### config.mk
export PLATFORM = sky130hd
export DESIGN_NAME = moving_average_filter
export DESIGN_NICKNAME = d
export VERILOG_FILES = /design/src/rtl/mavg_pkg.sv /design/src/rtl/moving_average_filter.sv
export SDC_FILE = /design/constraint.sdc
export NUM_CORES = 2
export LEC_CHECK = 0
export BUFFER_PORTS_ARGS = -buffer_cell sky130_fd_sc_hd__buf_2
export CAP_MARGIN = 20
export CORE_UTILIZATION = 50
export CTS_BUF_LIST = sky130_fd_sc_hd__clkbuf_8 sky130_fd_sc_hd__clkbuf_16
export DETAILED_ROUTE_END_ITERATION = 8
export MAX_ROUTING_LAYER = met4
export PLACE_DENSITY = 0.66
export SLEW_MARGIN = 10
export SYNTH_ARGS = -nofsm -noshare
export SYNTH_HDL_FRONTEND = slang
export SYNTH_SLANG_ARGS = --single-unit
### constraint.sdc
create_clock -name aclk -period 6.6 [get_ports aclk]
set_input_delay 0.66 -clock aclk [delete_from_list [all_inputs] [get_ports aclk]]
set_output_delay 0.66 -clock aclk [all_outputs]
set_load 0.01 [all_outputs]
### src/rtl/mavg_pkg.sv
// package for the moving average filter: sizes, register map and sequencer states
// no dependencies
package mavg_pkg;

    // default sizing, handed to the top level parameters
    localparam int MAX_WINDOW_DEF  = 64;
    localparam int SAMPLE_BITS_DEF = 16;

    // window length register width, fixed by the register map
    localparam int CFG_LEN_W = 7;

    // config port sizing
    localparam int PADDR_W = 3;
    localparam int PDATA_W = 32;

    // register index, taken from paddr[2]
    localparam logic REG_WINDOW_LENGTH = 1'b0;

    typedef enum logic [2:0] {
        ST_IDLE,
        ST_READ,
        ST_LOAD,
        ST_DIV,
        ST_DONE
    } state_t;

endpackage

### src/rtl/moving_average_filter.sv
// moving average filter top level: ring buffer memory, running sum and serial divider
// depends on mavg_pkg
//
// Boxcar moving average over a window of up to MAX_WINDOW signed samples (the window
// length register holds 0..127 and saturates at MAX_WINDOW). Every accepted sample beat
// yields exactly one average beat, the window sum divided by the window length and
// truncated toward zero. A length of 0 or 1 passes the sample straight through and leaves
// the filter state alone. The first sample after reset or after a window length write
// primes the filter as if the whole window held that sample; no fill or clearing pass is
// made, slots not yet written since priming read as the priming sample. One item is worked
// on at a time. A pass-through sample goes from accept straight to the done state. A
// priming sample goes from accept to the divider; any later sample first has the history
// memory read, then the read-modify-write of the running sum, then the restoring divider,
// which produces one quotient bit per cycle over the SAMPLE_BITS + 7 bit sum. The finished
// average sits in an output register, so the next sample is taken while the previous
// result waits. The window length register is written and read over the APB port at
// byte address 0; the user must write it only while the block is idle, as the block
// itself does not enforce this.
module moving_average_filter #(
    parameter int MAX_WINDOW  = mavg_pkg::MAX_WINDOW_DEF,
    parameter int SAMPLE_BITS = mavg_pkg::SAMPLE_BITS_DEF
) (
    input  logic                          aclk,
    input  logic                          aresetn,
    // sample input channel
    input  logic                          s_valid,
    output logic                          s_ready,
    input  logic signed [SAMPLE_BITS-1:0] s_sample,
    // average output channel
    output logic                          m_valid,
    input  logic                          m_ready,
    output logic signed [SAMPLE_BITS-1:0] m_average,
    // config port
    input  logic                          psel,
    input  logic                          penable,
    input  logic                          pwrite,
    input  logic [mavg_pkg::PADDR_W-1:0]  paddr,
    input  logic [mavg_pkg::PDATA_W-1:0]  pwdata,
    output logic [mavg_pkg::PDATA_W-1:0]  prdata,
    output logic                          pready
);
    import mavg_pkg::*;

    // ring buffer index width and a width that holds both an index + 1 and a length
    localparam int IDX_W = $clog2(MAX_WINDOW);
    localparam int CMP_W = (IDX_W + 1 > CFG_LEN_W) ? IDX_W + 1 : CFG_LEN_W;
    // running sum: up to 127 samples
    localparam int SUM_W = SAMPLE_BITS + CFG_LEN_W;
    localparam int CNT_W = $clog2(SUM_W);

    // sequencer
    state_t state_reg, state_next;

    // config and filter state
    logic [CFG_LEN_W-1:0]          len_reg;
    logic signed [SUM_W-1:0]       sum_reg;
    logic [IDX_W-1:0]              idx_reg;
    logic                          primed_reg;
    logic                          full_reg;     // every window slot written since priming
    logic signed [SAMPLE_BITS-1:0] prime_reg;
    logic signed [SAMPLE_BITS-1:0] sample_reg;

    // history memory with a registered read
    logic signed [SAMPLE_BITS-1:0] hist_mem [MAX_WINDOW];
    logic signed [SAMPLE_BITS-1:0] hist_rdata_reg;

    // divider
    logic [SUM_W-1:0]              mag_reg;      // dividend magnitude, then quotient
    logic [CFG_LEN_W-1:0]          rem_reg;
    logic                          neg_reg;
    logic [CNT_W-1:0]              cnt_reg;

    // output register
    logic                          m_valid_reg;
    logic signed [SAMPLE_BITS-1:0] m_average_reg;

    // control from the sequencer
    logic s_accept;
    logic pass_thru;
    logic mem_rd_en;
    logic mem_wr_en;
    logic out_load;
    logic div_last;

    // config write decode
    logic                 cfg_wr;
    logic [CFG_LEN_W-1:0] cfg_len;

    // datapath
    logic signed [SUM_W:0]         prime_prod;
    logic signed [SAMPLE_BITS-1:0] oldest;
    logic signed [SUM_W-1:0]       sum_upd;
    logic [CMP_W-1:0]              idx_inc;
    logic                          idx_wrap;
    logic [CFG_LEN_W:0]            div_shift;
    logic [CFG_LEN_W:0]            div_diff;
    logic                          div_ge;
    logic [SUM_W-1:0]              quot_signed;

    assign pready    = 1'b1;
    assign m_valid   = m_valid_reg;
    assign m_average = m_average_reg;

    // ---------------------------------------------------------------- config port
    assign cfg_wr = psel && penable && pwrite && (paddr[2] == REG_WINDOW_LENGTH);

    // lengths beyond the buffer saturate at its depth
    always_comb begin
        if (CMP_W'(pwdata[CFG_LEN_W-1:0]) > CMP_W'(MAX_WINDOW)) begin
            cfg_len = CFG_LEN_W'(MAX_WINDOW);
        end else begin
            cfg_len = pwdata[CFG_LEN_W-1:0];
        end
    end

    always_comb begin
        if (paddr[2] == REG_WINDOW_LENGTH) begin
            prdata = PDATA_W'(len_reg);
        end else begin
            prdata = '0;
        end
    end

    // ---------------------------------------------------------------- sequencer
    assign s_accept  = s_valid && s_ready;
    assign pass_thru = (len_reg[CFG_LEN_W-1:1] == '0);
    assign div_last  = (cnt_reg == CNT_W'(SUM_W - 1));

    always_comb begin
        state_next = state_reg;
        unique case (state_reg)
            ST_IDLE: begin
                if (s_valid) begin
                    if (pass_thru) begin
                        state_next = ST_DONE;
                    end else if (primed_reg) begin
                        state_next = ST_READ;
                    end else begin
                        state_next = ST_LOAD;
                    end
                end
            end
            ST_READ: begin
                state_next = ST_LOAD;
            end
            ST_LOAD: begin
                state_next = ST_DIV;
            end
            ST_DIV: begin
                if (div_last) begin
                    state_next = ST_DONE;
                end
            end
            ST_DONE: begin
                if (!m_valid_reg || m_ready) begin
                    state_next = ST_IDLE;
                end
            end
            default: begin
                state_next = ST_IDLE;
            end
        endcase
    end

    always_comb begin
        s_ready   = 1'b0;
        mem_rd_en = 1'b0;
        mem_wr_en = 1'b0;
        out_load  = 1'b0;
        unique case (state_reg)
            ST_IDLE: begin
                s_ready   = 1'b1;
                mem_rd_en = s_valid && !pass_thru && primed_reg;
            end
            ST_READ: begin
                mem_wr_en = 1'b1;
            end
            ST_LOAD, ST_DIV: begin
            end
            ST_DONE: begin
                out_load = !m_valid_reg || m_ready;
            end
            default: begin
            end
        endcase
    end

    always_ff @(posedge aclk) begin
        if (!aresetn) begin
            state_reg <= ST_IDLE;
        end else begin
            state_reg <= state_next;
        end
    end

    // ---------------------------------------------------------------- history memory
    always_ff @(posedge aclk) begin
        if (mem_rd_en) begin
            hist_rdata_reg <= hist_mem[idx_reg];
        end
    end

    always_ff @(posedge aclk) begin
        if (mem_wr_en) begin
            hist_mem[idx_reg] <= sample_reg;
        end
    end

    // ---------------------------------------------------------------- running sum update
    // priming: the whole window holds the sample
    assign prime_prod = s_sample * $signed({1'b0, len_reg});

    // slots not yet written since priming still hold the priming sample
    assign oldest  = full_reg ? hist_rdata_reg : prime_reg;
    assign sum_upd = sum_reg - SUM_W'(oldest) + SUM_W'(sample_reg);

    assign idx_inc  = CMP_W'(idx_reg) + CMP_W'(1);
    assign idx_wrap = (idx_inc >= CMP_W'(len_reg));

    always_ff @(posedge aclk) begin
        if (!aresetn) begin
            len_reg    <= CFG_LEN_W'(1);
            sum_reg    <= '0;
            idx_reg    <= '0;
            primed_reg <= 1'b0;
            full_reg   <= 1'b0;
            prime_reg  <= '0;
        end else if (cfg_wr) begin
            // new window length restarts priming
            len_reg    <= cfg_len;
            sum_reg    <= '0;
            idx_reg    <= '0;
            primed_reg <= 1'b0;
            full_reg   <= 1'b0;
            prime_reg  <= '0;
        end else if (s_accept && !pass_thru && !primed_reg) begin
            sum_reg    <= prime_prod[SUM_W-1:0];
            idx_reg    <= '0;
            primed_reg <= 1'b1;
            full_reg   <= 1'b0;
            prime_reg  <= s_sample;
        end else if (mem_wr_en) begin
            sum_reg <= sum_upd;
            if (idx_wrap) begin
                idx_reg  <= '0;
                full_reg <= 1'b1;
            end else begin
                idx_reg <= idx_inc[IDX_W-1:0];
            end
        end
    end

    always_ff @(posedge aclk) begin
        if (s_accept) begin
            sample_reg <= s_sample;
        end
    end

    // ---------------------------------------------------------------- serial divider
    // restoring division of |sum| by the window length, one quotient bit per cycle
    assign div_shift = {rem_reg, mag_reg[SUM_W-1]};
    assign div_ge    = (div_shift >= {1'b0, len_reg});
    assign div_diff  = div_shift - {1'b0, len_reg};

    always_ff @(posedge aclk) begin
        if (s_accept && pass_thru) begin
            // pass through rides the quotient register to the output
            mag_reg <= SUM_W'(s_sample);
            neg_reg <= 1'b0;
        end else if (state_reg == ST_LOAD) begin
            mag_reg <= sum_reg[SUM_W-1] ? SUM_W'(-sum_reg) : SUM_W'(sum_reg);
            neg_reg <= sum_reg[SUM_W-1];
            rem_reg <= '0;
            cnt_reg <= '0;
        end else if (state_reg == ST_DIV) begin
            mag_reg <= {mag_reg[SUM_W-2:0], div_ge};
            rem_reg <= div_ge ? div_diff[CFG_LEN_W-1:0] : div_shift[CFG_LEN_W-1:0];
            cnt_reg <= cnt_reg + CNT_W'(1);
        end
    end

    // truncation toward zero: negate the magnitude quotient
    assign quot_signed = neg_reg ? (~mag_reg + SUM_W'(1)) : mag_reg;

    // ---------------------------------------------------------------- output register
    always_ff @(posedge aclk) begin
        if (!aresetn) begin
            m_valid_reg <= 1'b0;
        end else if (out_load) begin
            m_valid_reg <= 1'b1;
        end else if (m_ready) begin
            m_valid_reg <= 1'b0;
        end
    end

    always_ff @(posedge aclk) begin
        if (out_load) begin
            m_average_reg <= quot_signed[SAMPLE_BITS-1:0];
        end
    end

`ifndef SYNTHESIS
    // ring index stays inside the window once primed
    assert property (@(posedge aclk) disable iff (!aresetn)
        (primed_reg && !pass_thru) |-> (CMP_W'(idx_reg) < CMP_W'(len_reg)))
        else $error("write index outside the window");

    // history is only written after priming
    assert property (@(posedge aclk) disable iff (!aresetn)
        mem_wr_en |-> (primed_reg && $past(mem_rd_en)))
        else $error("history write without a preceding read");

    // a full ring implies a primed filter
    assert property (@(posedge aclk) disable iff (!aresetn)
        full_reg |-> primed_reg)
        else $error("ring full while not primed");

    // a new result only appears from the done state
    assert property (@(posedge aclk) disable iff (!aresetn)
        (!m_valid_reg ##1 m_valid_reg) |-> $past(state_reg == ST_DONE))
        else $error("result beat without a finished item");
`endif

endmodule
; ---- Yosys cells after proc, flatten, opt, wreduce, memory -nomap -nowiden
; Memory sizes are Yosys's and may differ from the RTL's. A register that Yosys moved wholly into a read port is not among the register bits.
; Cells that the tools add are included.
[word_totals]
regBits = 126
latch_bits = 0
ramBits = 1024
romBits = 0
inputBits = 58
output_inout_bits = 51
wordCells = 90
n_memories = 1
[memory_table]
columns = name, depth, word_bits, read_ports, rd_ports_with_merged_regs, wr, line
row1 = hist_mem, 64, 16, 1, 1, 1, moving_average_filter.sv:64  ; logic signed [SAMPLE_BITS-1:0] hist_mem [MAX_WINDOW];
[op_classes]
n_addsub = 7
n_mul = 1
div_mod_pow = 0
n_lt_le_gt_ge = 3
n_eq_ne = 8
shift = 0
muxes = 28
n_bitwise = 4
reduce_logical = 24
[op_table]
columns = op, n
row1 = 23-bit two-way mux, 6
row2 = 16-bit two-way mux, 2
row3 = 7-bit two-way mux, 4
row4 = 23-bit by 16-bit adder with 23-bit output, 1
row5 = 16-bit by 8-bit multiplier with 23-bit output, 1
row6 = 23-bit negation, 1
row7 = 23-bit by 16-bit subtractor with 23-bit output, 1
row8 = 16-bit by 1-bit adder with 16-bit output (second input constant), 1
row9 = 16-bit NOT, 1
row10 = 3-bit one-hot mux with 5 select lines, 1
row11 = 3-bit two-way mux, 4
row12 = 1-bit logical AND, 9
row13 = 8-bit by 7-bit greater-or-equal comparator with 1-bit output, 1
row14 = 1-bit two-way mux, 8
row15 = 6-bit by 1-bit adder with 7-bit output (second input constant), 1
row16 = 7-bit greater-or-equal comparator, 1
row17 = 7-bit greater-than comparator (second input constant), 1
row18 = 7-bit subtractor, 1
row19 = 3-bit by 2-bit == test with 1-bit output (second input constant), 2
row20 = 6-bit logical NOT, 1
row21 = 6-bit two-way mux, 1
row22 = 2-bit inequality test (second input constant), 3
row23 = 2-bit nonzero test, 3
row24 = 5-bit by 1-bit adder with 5-bit output (second input constant), 1
row25 = 14 further kinds, 19

; ---- Depth between registers and ports, before layout
[logic_depth]
depth_word = 6
mapped_depth = 20
depth_no_buf = 18

; ---- Least setup slack after synthesis
; Ideal clock, no wire load.
[synth_timing]
path_kind = input port to flip-flop
start = in s_sample[5]
end = reg sum_reg[20]
setup_ns = 0.103
arrival_ns = 4.938
t_required_ns = 6.497
setup_slack_ns = 1.559
path_stages = 17
path_buffers = 1
path_cell_list = clkbuf_1 -> nand2_1 -> fa_1 -> fa_1 -> inv_1 -> fa_1 -> inv_1 -> fa_1 -> inv_1 -> ha_1 -> nand3_1 -> o211ai_1 -> o41ai_1 -> o41ai_1 -> a21boi_0 -> xor2_1 -> a2111oi_2
[synth_between]
elab_chain_cells = 2
[synth_lines]
columns = item, line
row1 = from (decl), moving_average_filter.sv:28  ; input logic signed [SAMPLE_BITS-1:0] s_sample,
row2 = 16-bit by 8-bit multiplier with 23-bit output, moving_average_filter.sv:211  ; assign prime_prod = s_sample * $signed({1'b0, len_reg});
row3 = 23-bit two-way mux, moving_average_filter.sv:236  ; end else if (s_accept && !pass_thru && !primed_reg) begin
row4 = to (signal assigned), moving_average_filter.sv:237  ; sum_reg <= prime_prod[SUM_W-1:0];
row5 = to (signal assigned), moving_average_filter.sv:243  ; sum_reg <= sum_upd;
row6 = to (decl), moving_average_filter.sv:56  ; logic signed [SUM_W-1:0] sum_reg;
; No other way between the ends.
; A chain may end at the register's enable or synchronous reset.

; ---- Final worst setup path
[layout_timing]
start = reg len_reg[3]
end = reg sum_reg[20]
[layout_between]
elab_chain_cells = 5
elab_cells_between_ends = 7
classes_between = mul: 1 / mux: 1 / reduce/logical: 5
[layout_lines]
columns = item, line
row1 = from (decl), moving_average_filter.sv:55  ; logic [CFG_LEN_W-1:0] len_reg;
row2 = from (signal assigned), moving_average_filter.sv:230  ; len_reg <= cfg_len;
row3 = branches (longest 5 deep; another with 16-bit by 8-bit multiplier with 23-bit output), -
; Several ways; the timed one is not identified.

==> results.json <==
{
  "clk_path_buf_depth": 3,
  "num_vias": 30200,
  "syn_inst": 3423,
  "path_max_fanout": 18,
  "cts_root_buffer": "clkbuf_16",
  "critPathLaunchType": "flip-flop",
  "cts.clk_slew.worst_paths_ns": 0.07,
  "crit_path_end_kind": "flip-flop",
  "cellPowerDensity_mw_per_mm2": 284,
  "ys.warnings.count": 0,
  "setup_viol": 0,
  "clock_sinks": 1166,
  "cp_top_family": "adder cells",
  "netlist_area_mm2": 0.0500,
  "dp.cells": 4697,
  "tightest_slew_ns": 1.15,
  "max_stage_delay_ns": 0.80,
  "portBuffers": 55,
  "ir_worst_vdd_v": 0.000265,
  "htree_levels": 3,
  "required_ns": 7.14,
  "post_cts_resized": 0,
  "antenna_found_initial": 1,
  "utilization_pct": 56.4,
  "die-area_mm2": 0.101,
  "synth_seq_area_share_pct": 68.8,
  "wl_per_cell_um": 27.0,
  "fin_crit_sh_pct": 85.6,
  "layout.cells.non_filler": 4894,
  "antenna_cells": 0,
  "cap_viol_max_count": 0,
  "grt_max_degree": 89,
  "die_w_um": 318,
  "worstSetupStartpoint": "len_reg[3]$_SDFFE_PN0P_",
  "die_h_um": 318,
  "drt_iter0_markers": 3399,
  "syn_area_per_cell_um2": 14.6,
  "route.detailed.drc": 0,
  "post-dp-hpwl_um": 77300,
  "ys_types": 79,
  "ys.flop_type": "edfxtp_1",
  "synth_edf_count": 1107,
  "ant_nets": 0,
  "grt_pass1_wl_um": 195000,
  "area_growth_pct": 11.4,
  "holdWs_ns": 0.200,
  "p_leak_nw": 18.9,
  "layout-drive-gt1-share_pct": 10.6,
  "numCtsBuffers": 110,
  "worstPathCellList": "nand2_1, fa_1, fa_1, inv_1, fa_1, inv_1, fa_1, inv_1, ha_1, nand3_1, o211ai_1, o41ai_1, o41ai_1, a21boi_0, xor2_1, a2111oi_2",
  "cp.arrival_ns": 6.19,
  "hold_violations": 0,
  "status": "finished, final reports clean",
  "postCtsSetupBuffers": 0,
  "core_area_mm2": 0.0987,
  "drt_pre_antenna_iters": 6,
  "gp_congestion": 0.899,
  "crit_slowest_cell": "o41ai_1",
  "rr_startpoint": "len_reg[3]$_SDFFE_PN0P_",
  "cp_common_cell": "fa_1",
  "synthArstFlopShare_pct": 0,
  "period_minus_slack_ns": 5.65,
  "design_area_mm2": 0.0557,
  "synth_most_common_cell": "edfxtp_1",
  "overflow": 0,
  "synth_common_cells": "edfxtp_1 (1107), a22oi_1 (318), inv_1 (235)",
  "yosys.area.top_type": "edfxtp_1",
  "first_global_vias": 29600,
  "grt_use_total_pct": 26.8,
  "rsz0062_at_grt": "false",
  "clock_latency_ns": 0.71,
  "critPathKind": "flip-flop to flip-flop",
  "via_per_inst": 6.18,
  "tritoncts": "yes",
  "synth.top_cell.area_share_pct": 66.5,
  "placed_area_mm2": 0.0522,
  "clock.fmax_ghz": 0.177,
  "synth-seq-cells": 1166,
  "finClkSkew_ns": 0.0644,
  "synth.area.top_cells": "edfxtp_1 (66%), a22oi_1 (4.8%), fa_1 (4.3%)",
  "fin_tns_setup_ns": 0,
  "routed_wl_um": 132000,
  "ios": 109,
  "hp-start": "pwdata[3]",
  "slew_headroom_pct": 22.6,
  "finalMaxSlewViolations": 0,
  "num_rows": 115,
  "worst-path-buf-inv": 3,
  "largest_reg_flops": 1024,
  "hold_path.class": "input pin to flip-flop",
  "final_nets": 3775,
  "initial_core_util_pct": 50.7,
  "cts_hold_buf": 0
}
==> cell usage in the layout, fill, tap and decap left out, types with 15 or more instances in the layout <==
cell and count:
edfxtp_1 1107, nor3_1 16, o21ai_0 73, a211oi_1 22, clkinv_1 27, and2_1 81, a22oi_1 318, a221oi_1 101
nor2_1 142, fa_1 107, conb_1 26, clkinv_2 20, inv_1 255, mux2_2 17, a21o_1 15, nand4_1 38
xnor2_1 67, nand3_1 38, buf_4 118, nor4_1 17, a31oi_1 101, a22o_1 99, buf_2 56, ha_1 88
a21oi_1 107, nand2_1 172, xor2_1 15, dfxtp_1 59, clkbuf_16 111
==> cells by family after synthesis <==
kind of cell             after synthesis  share of synthesized area [%]
flip-flops                          1166                           68.8
AO/OA/AOI/OAI                        912                           13.2
AND/OR/NAND/NOR                      586                           5.79
buffers and inverters                456                           3.66
adder cells (fa/ha/maj)              195                           6.49
XOR/XNOR                              82                           1.44
multiplexers                          24                          0.523
other                                  2                         0.0150
==> worst reg2reg max path, cell delays in order, from the launching register on <==
cell	delay, ns
dfxtp_1	0.79
nand2_1	0.18
fa_1	0.52
fa_1	0.55
inv_1	0.05
fa_1	0.50
inv_1	0.06
fa_1	0.48
inv_1	0.05
ha_1	0.32
nand3_1	0.09
o211ai_1	0.11
o41ai_1	0.80
o41ai_1	0.28
a21boi_0	0.29
xor2_1	0.13
a2111oi_2	0.36
==> per-layer routing <==
metal | global-route usage (%) | share of wire (%) | vias up
met2 | 42.2 | 48 | 1386
met3 | 3.89 | 8.2 | 243
met1 | 35.7 | 40 | 15300
li1 | - | - | 13300
met5 | - | 0 | -
met4 | 9.66 | 3.8 | 0
==> per-stage QoR <==
step,power (W),setup WS [ns]
5_1_grt,0.0162,0.678
3_3_place_gp,0.00969,0.948
4_1_cts,0.0158,0.983
6_report,0.0158,0.948
2_1_floorplan,0.00933,1.56
3_5_place_dp,0.00972,0.958
==> report_power, final <==
group | total, W | internal (W) | switching (W)
sequential | 0.00837 | 0.00830 | 0.0000746
clock | 0.00621 | 0.00347 | 0.00274
combinational | 0.00121 | 0.000388 | 0.000818
==> final timing paths <==
path | end | slack (ns) | cells after the start
worst max-delay path | sum_reg[20]$_SDFFE_PP0P_ | 0.95 | 16
worst min-delay path | len_reg[3]$_SDFFE_PN0P_ | 0.20 | 3
worst min register to register | prime_reg[9]$_SDFFE_PP0P_ | 0.46 | 2
worst max register to register | sum_reg[20]$_SDFFE_PP0P_ | 0.95 | 16
==> cell type report <==
class / count / area [um2]
sequential: 1166 / 34400
fill: 7808 / 43000
multi-input combinational: 1825 / 13900
clock inverter: 86 / 736
clock buffer: 111 / 2780
timing repair buffer: 184 / 1370
tap: 1287 / 1610
inverter: 235 / 882
No activity file was read; power rests on OpenSTA's default activity.
